===== config.mk =====
export PLATFORM = sky130hd
export DESIGN_NAME = hpc_ctrl
export DESIGN_NICKNAME = d
export VERILOG_FILES = /design/src/hw/rtl/assert_macros.svh /design/src/hw/rtl/hpc_pkg.sv /design/src/hw/rtl/hpc_ctrl.sv
export SDC_FILE = /design/constraint.sdc
export NUM_CORES = 1
export LEC_CHECK = 0
export ABC_AREA = 1
export BUFFER_PORTS_ARGS = -buffer_cell sky130_fd_sc_hd__buf_2
export CAP_MARGIN = 30
export CELL_PAD_IN_SITES_DETAIL_PLACEMENT = 1
export CELL_PAD_IN_SITES_GLOBAL_PLACEMENT = 1
export CORE_UTILIZATION = 38
export DETAILED_ROUTE_END_ITERATION = 10
export MAX_ROUTING_LAYER = met4
export PLACE_DENSITY_LB_ADDON = 0.12
export RECOVER_POWER = 100
export SLEW_MARGIN = 0
export SYNTH_ARGS = -nofsm -noshare
export SYNTH_HDL_FRONTEND = slang
export SYNTH_SLANG_ARGS = --single-unit
export TNS_END_PERCENT = 10

===== constraint.sdc =====
create_clock -name clk -period 1.95 [get_ports clk]
set_input_delay 0.39 -clock clk [delete_from_list [all_inputs] [get_ports clk]]
set_output_delay 0.39 -clock clk [all_outputs]
set_load 0.02 [all_outputs]

===== src/hw/rtl/assert_macros.svh =====
// assertion helpers, clocked on clk and disabled while rst_n is low
`ifndef ASSERT_MACROS_SVH
`define ASSERT_MACROS_SVH

// same-cycle implication
`define AST_IMPL(lbl, ante, cons) \
  lbl: assert property (@(posedge clk) disable iff (!rst_n) (ante) |-> (cons)) \
    else $error("check failed");

// next-cycle implication
`define AST_NEXT(lbl, ante, cons) \
  lbl: assert property (@(posedge clk) disable iff (!rst_n) (ante) |=> (cons)) \
    else $error("check failed");

`endif


===== src/hw/rtl/hpc_pkg.sv =====
package hpc_pkg;

  localparam int MAX_VERTICES = 16;
  localparam int NWORDS       = 10;
  localparam int MAX_RES      = 32;
  localparam int WORD_W       = 32;
  localparam int DIST_W       = 34;
  localparam int T_W          = 17;
  localparam int DIV_STEPS    = T_W;
  localparam int CNT_W        = $clog2(MAX_VERTICES + 1);
  localparam int ADDR_W       = $clog2(MAX_VERTICES);
  localparam int RES_W        = $clog2(MAX_RES + 1);
  localparam int K_W          = $clog2(DIV_STEPS);
  localparam int LIDX_W       = $clog2(NWORDS);
  localparam int PLANE_W      = 3;

  localparam logic [T_W-1:0] T_ONE = T_W'(1 << 16);

  // plane codes
  localparam logic [PLANE_W-1:0] PL_W_EPS = 3'd0;
  localparam logic [PLANE_W-1:0] PL_X_POS = 3'd1;
  localparam logic [PLANE_W-1:0] PL_X_NEG = 3'd2;
  localparam logic [PLANE_W-1:0] PL_Y_POS = 3'd3;
  localparam logic [PLANE_W-1:0] PL_Y_NEG = 3'd4;
  localparam logic [PLANE_W-1:0] PL_Z_POS = 3'd5;
  localparam logic [PLANE_W-1:0] PL_Z_NEG = 3'd6;

  typedef logic [WORD_W-1:0] word_t;
  typedef word_t [NWORDS-1:0] vtx_t;

  typedef enum logic {SRC_LERP, SRC_CUR} src_t;

  typedef struct packed {
    logic              wr_en;
    logic [ADDR_W-1:0] waddr;
    logic              plane_ld;
    logic              rd_en;
    logic [ADDR_W-1:0] raddr;
    logic              load_prev;
    logic              load_cur;
    logic              shift;
    logic              div_init;
    logic              div_step;
    logic              mul_en;
    logic [LIDX_W-1:0] widx;
    logic              produce;
    src_t              src;
    logic              flush;
  } dp_cmd_t;

  typedef struct packed {
    logic crossing;
    logic cur_in;
  } dp_stat_t;

endpackage


===== src/hw/rtl/hpc_ctrl.sv =====
module hpc_ctrl (
  input  logic              clk,
  input  logic              rst_n,
  input  logic              start,
  input  logic              in_last_vertex,
  input  hpc_pkg::dp_stat_t stat,
  output logic              busy,
  output hpc_pkg::dp_cmd_t  cmd
);
  import hpc_pkg::*;

  typedef enum logic [3:0] {
    S_IDLE, S_RDP, S_LDP, S_LDC, S_CHK, S_DIV, S_LERP,
    S_EMIT_X, S_EMIT_C, S_NEXT, S_FLUSH
  } state_t;

  state_t state_r;
  logic [CNT_W-1:0] cnt_r, i_r, cnt_m1, i_p1;
  logic [K_W-1:0] k_r;
  logic [RES_W-1:0] n_r;
  logic accept, has_room, can_emit;

  assign accept   = start && (state_r == S_IDLE);
  assign has_room = cnt_r < CNT_W'(MAX_VERTICES);
  assign can_emit = n_r < RES_W'(MAX_RES);
  assign cnt_m1   = cnt_r - 1'b1;
  assign i_p1     = i_r + 1'b1;
  assign busy     = state_r != S_IDLE;

  always_comb begin
    cmd = '0;
    case (state_r)
      S_IDLE: begin
        cmd.wr_en    = accept && has_room;
        cmd.waddr    = cnt_r[ADDR_W-1:0];
        cmd.plane_ld = accept && (cnt_r == '0);
      end
      S_RDP: begin
        cmd.rd_en = 1'b1;
        cmd.raddr = cnt_m1[ADDR_W-1:0];
      end
      S_LDP: begin
        cmd.load_prev = 1'b1;
        cmd.rd_en     = 1'b1;
        cmd.raddr     = i_r[ADDR_W-1:0];
      end
      S_LDC:  cmd.load_cur = 1'b1;
      S_CHK:  cmd.div_init = stat.crossing;
      S_DIV:  cmd.div_step = 1'b1;
      S_LERP: begin
        cmd.mul_en = k_r < K_W'(NWORDS);
        cmd.widx   = k_r[LIDX_W-1:0];
      end
      S_EMIT_X: begin
        cmd.produce = can_emit;
        cmd.src     = SRC_LERP;
      end
      S_EMIT_C: begin
        cmd.produce = stat.cur_in && can_emit;
        cmd.src     = SRC_CUR;
      end
      S_NEXT: begin
        cmd.shift = 1'b1;
        cmd.rd_en = i_p1 != cnt_r;
        cmd.raddr = i_p1[ADDR_W-1:0];
      end
      S_FLUSH: cmd.flush = 1'b1;
      default: cmd = '0;
    endcase
  end

  always_ff @(posedge clk) begin
    if (!rst_n) begin
      state_r <= S_IDLE;
      cnt_r   <= '0;
      i_r     <= '0;
      k_r     <= '0;
      n_r     <= '0;
    end else begin
      case (state_r)
        S_IDLE: begin
          if (accept) begin
            i_r <= '0;
            n_r <= '0;
            if (has_room) begin
              cnt_r <= cnt_r + 1'b1;
            end
            if (in_last_vertex) begin
              if ((has_room ? cnt_r + 1'b1 : cnt_r) >= CNT_W'(3)) begin
                state_r <= S_RDP;
              end else begin
                state_r <= S_FLUSH;
              end
            end
          end
        end
        S_RDP: state_r <= S_LDP;
        S_LDP: state_r <= S_LDC;
        S_LDC: state_r <= S_CHK;
        S_CHK: begin
          k_r     <= '0;
          state_r <= stat.crossing ? S_DIV : S_EMIT_C;
        end
        S_DIV: begin
          if (k_r == K_W'(DIV_STEPS - 1)) begin
            k_r     <= '0;
            state_r <= S_LERP;
          end else begin
            k_r <= k_r + 1'b1;
          end
        end
        S_LERP: begin
          if (k_r == K_W'(NWORDS)) begin
            state_r <= S_EMIT_X;
          end else begin
            k_r <= k_r + 1'b1;
          end
        end
        S_EMIT_X: begin
          if (cmd.produce) begin
            n_r <= n_r + 1'b1;
          end
          state_r <= S_EMIT_C;
        end
        S_EMIT_C: begin
          if (cmd.produce) begin
            n_r <= n_r + 1'b1;
          end
          state_r <= S_NEXT;
        end
        S_NEXT: begin
          i_r     <= i_p1;
          state_r <= (i_p1 == cnt_r) ? S_FLUSH : S_LDC;
        end
        S_FLUSH: begin
          cnt_r   <= '0;
          state_r <= S_IDLE;
        end
        default: state_r <= S_IDLE;
      endcase
    end
  end

endmodule


==> impl_results.md <==
- Crit. End Element: output pin
- # diodes: 0
- Clk_lat worst skew: 0.28 ns
- Post-synthesis sequential area ratio: 29.15%
- Tot GR Track Use: 22.88%
- Wire length per cell: 14.16 um
- Worst setup SP type: flip-flop
- WP data arrival: 1.73 ns
- Drt pass-1 iters: 4
- Root Buffer Master: clkbuf_8
- Fin crit share: 108.9%
- Starting Density: 39.43%
- Post-Syn Area per Cell: ~6.4 sq um
- CTS buffer count: 3
- Area of the mapped netlist: 1717 sq um
- Die Y: a little under 70 um
- Final count of negative-setup-slack endpoints: 4
- Synth top area share: 29.15%
- Critical-path maximum fanout: 3
- Area delta synth->final: 20.85%
- Slew margin rel.: 62.58%
- Worst slew pin tran: 0.5607 ns
- Crit-path slowest cell: dfxtp_2
- Syn Nets: 283
- Worst path max stage delay: 0.35 ns
- CP delay by family, top: simple AND/OR/NAND/NOR gates
- Max Fclk: around 470 MHz
- RD Place Congestion: 0.8664
- Top sig layer: met4
- Vias: 1,841
- Port bufs: 30
- Peak supply drop: a little under 0.0005 V
- Total Nets Final: 327
- Power per cell area: 1225 nW/um^2
- WL met3: 105 um
- Top post-synthesis cells by area: dfxtp_1 (29%), nand2_1 (15%), inv_1 (7.7%), nor2_1 (7.4%), a21oi_1 (6.4%)
- Met2 routed WL: about 2400 um
- EDFF count, synth: 0
- Post-DP HPWL: 3962 um
- Vias in the first global route: around 1.8k
- Total power: 2.540 mW
- Synth top cells by count: nand2_1 (68), inv_1 (35), nor2_1 (34)
- Clk buf depth: 2
- Num ports: 31
- Post-synth top flop: dfxtp_1
- H-tree depth: 1
- Die width: 69.21 um
- RSZ-0062 raised after global routing: true
- Yosys warnings: 0
- Synth Register Bits: 25
- Status: finished, violations left
- Syn Inst Count: 269
- CTS Sinks: 25
- Cts hold-fix bufs: 0
- Failing checks: setup timing
- Final worst setup slack: -0.1739 ns
- 1st-iter DRT viols: 33
- Leakage: 0.9363 nW
- First-pass GRT wire length: 8735 um
- Crit Path Category: flip-flop to output pin
- Hold Violations, Final: 0
- Die area: roughly 4800 sq um
- Fin Setup TNS: -0.2433 ns
- Cell Chain, Critical Path: ha_4 > inv_2 > nand2_1 > nand2_1 > nor2_1 > nand3_1 > nor2_1 > nand3_1 > nand2_2 > nand3_2 > buf_6
- Clk pin slew, worst setup/hold paths: between 0.1 and 0.15 ns
- HP Class: input port to flip-flop
- Post-synthesis async set-or-reset flop share: 0%
- CTS tree: yes
- Yosys top cell by area: dfxtp_1
- GR Overflow Total: 0
- Share of post-route cells with drive strength above 1: 21.79%
- Initial antenna violation count: 0
- Slew Limit Fails: 0
- Antenna Nets Post-Route: 0
- Max cap viols: 0
- Final Skew: 0.007971 ns
- Count leader, synth: nand2_1
- Distinct cells, synth: 32
- Final cell utilization of the core: between 40 and 50%
- Rows: 24
- WP data required: 1.56 ns
- Wl on met1: 2618 um
- Largest net degree at the start of global routing: 16
- CP bufs+invs: 2
- # DRC: 0
- Routed WL: 5154 um
- Core box area: between 4000 and 5000 sq um
- Via-to-Cell Ratio: ~5
- Final Critical Period: 2.124 ns
[cell usage in the layout, fill, tap and decap left out, types with 2 or more instances in the layout]
cell and n:
nor2_2 3, o221ai_1 3, nor2_1 34, nand2_4 3, nor3_1 7, clkbuf_2 8, nand3_1 19, o211ai_1 2
inv_2 6, buf_4 11, clkbuf_1 6, nand4_1 7, dfxtp_2 4, nand3_2 2, ha_1 7, o21ai_0 6
clkbuf_8 3, buf_2 15, a21oi_1 22, nand2_2 2, nor2_4 4, nand2_1 68, dfxtp_1 21, inv_1 33
[routing by layer]
| metal | global-route usage (%) | vias up |
|---|---|---|
| met5 | - | - |
| met4 | 6.349 | 0 |
| met3 | 2.471 | 4 |
| met2 | 36.35 | 21 |
| met1 | 30.89 | 864 |
| li1 | - | 952 |
[worst register-to-register path, cell delays in order, from the launching register on]
cell	delay [ns]
dfxtp_1	0.43
inv_1	0.07
nand2_1	0.15
nor2_1	0.08
nand2_1	0.06
nand2_1	0.10
nor2_1	0.17
clkinvlp_2	0.26
nand2_4	0.12
nor2_4	0.04
nand2_1	0.05
nand2_1	0.04
nand2_1	0.06
nor2_2	0.03
[power breakdown]
| part | internal [mW] | switching, mW | total (mW) |
|---|---|---|---|
| clock | 0.145 | 0.195 | 0.340 |
| sequential | 0.571 | 0.0631 | 0.634 |
| combinational | 0.506 | 1.06 | 1.57 |
[state kept, by name, indices dropped and copies added (netlist names)]
name     count
n_r          6
cnt_r        5
i_r          5
k_r          5
state_r      4
[what timing repair did]
action / CTS / global route
setup endpoints to repair: 5 / 12
cloned: 0 / 0
buffers inserted: 3 / 1
pin swaps: 1 / 2
resized for setup: 8 / 8
[metrics by stage]
step                std cells  cell area (sq um)  hold WS [ns]  setup WS (ns)
floorplan                 269               1717        0.4524        0.08195
global placement          356               1976        0.4733         0.1210
detailed placement        356               1976        0.4844        0.07998
CTS                       363               2073        0.3967        -0.1250
global route              364               2074        0.4313        -0.2536
finish                    364               2074        0.3986        -0.1739
[final cells by class]
cell class / count / area (sq um)
fill: 620 / 2280
clock buffer: 3 / 41.29
timing repair buffer: 41 / 231.5
multi-input combinational: 201 / 1064
sequential: 25 / 505.5
clock inverter: 1 / 7.507
inverter: 41 / 160.2
tap: 52 / 65.06
[logic make-up after synthesis]
family	synth area share (%)
compound gates	12.61
xor+xnor	1.021
fa+ha+maj	5.831
buf+inv	9.912
flops	29.15
simple gates	41.47
[final timing paths]
path / startpoint / end / slack, ns / cells past startpoint
setup reg to reg: state_r[3] / n_r[4] / 0.19 / 13
hold reg to reg: n_r[4] / n_r[5] / 0.49 / 2
hold / removal: rst_n / state_r[2] / 0.40 / 3
setup / recovery: i_r[1] / cmd[17] / -0.17 / 11
Power figures use the tool's default switching activity.
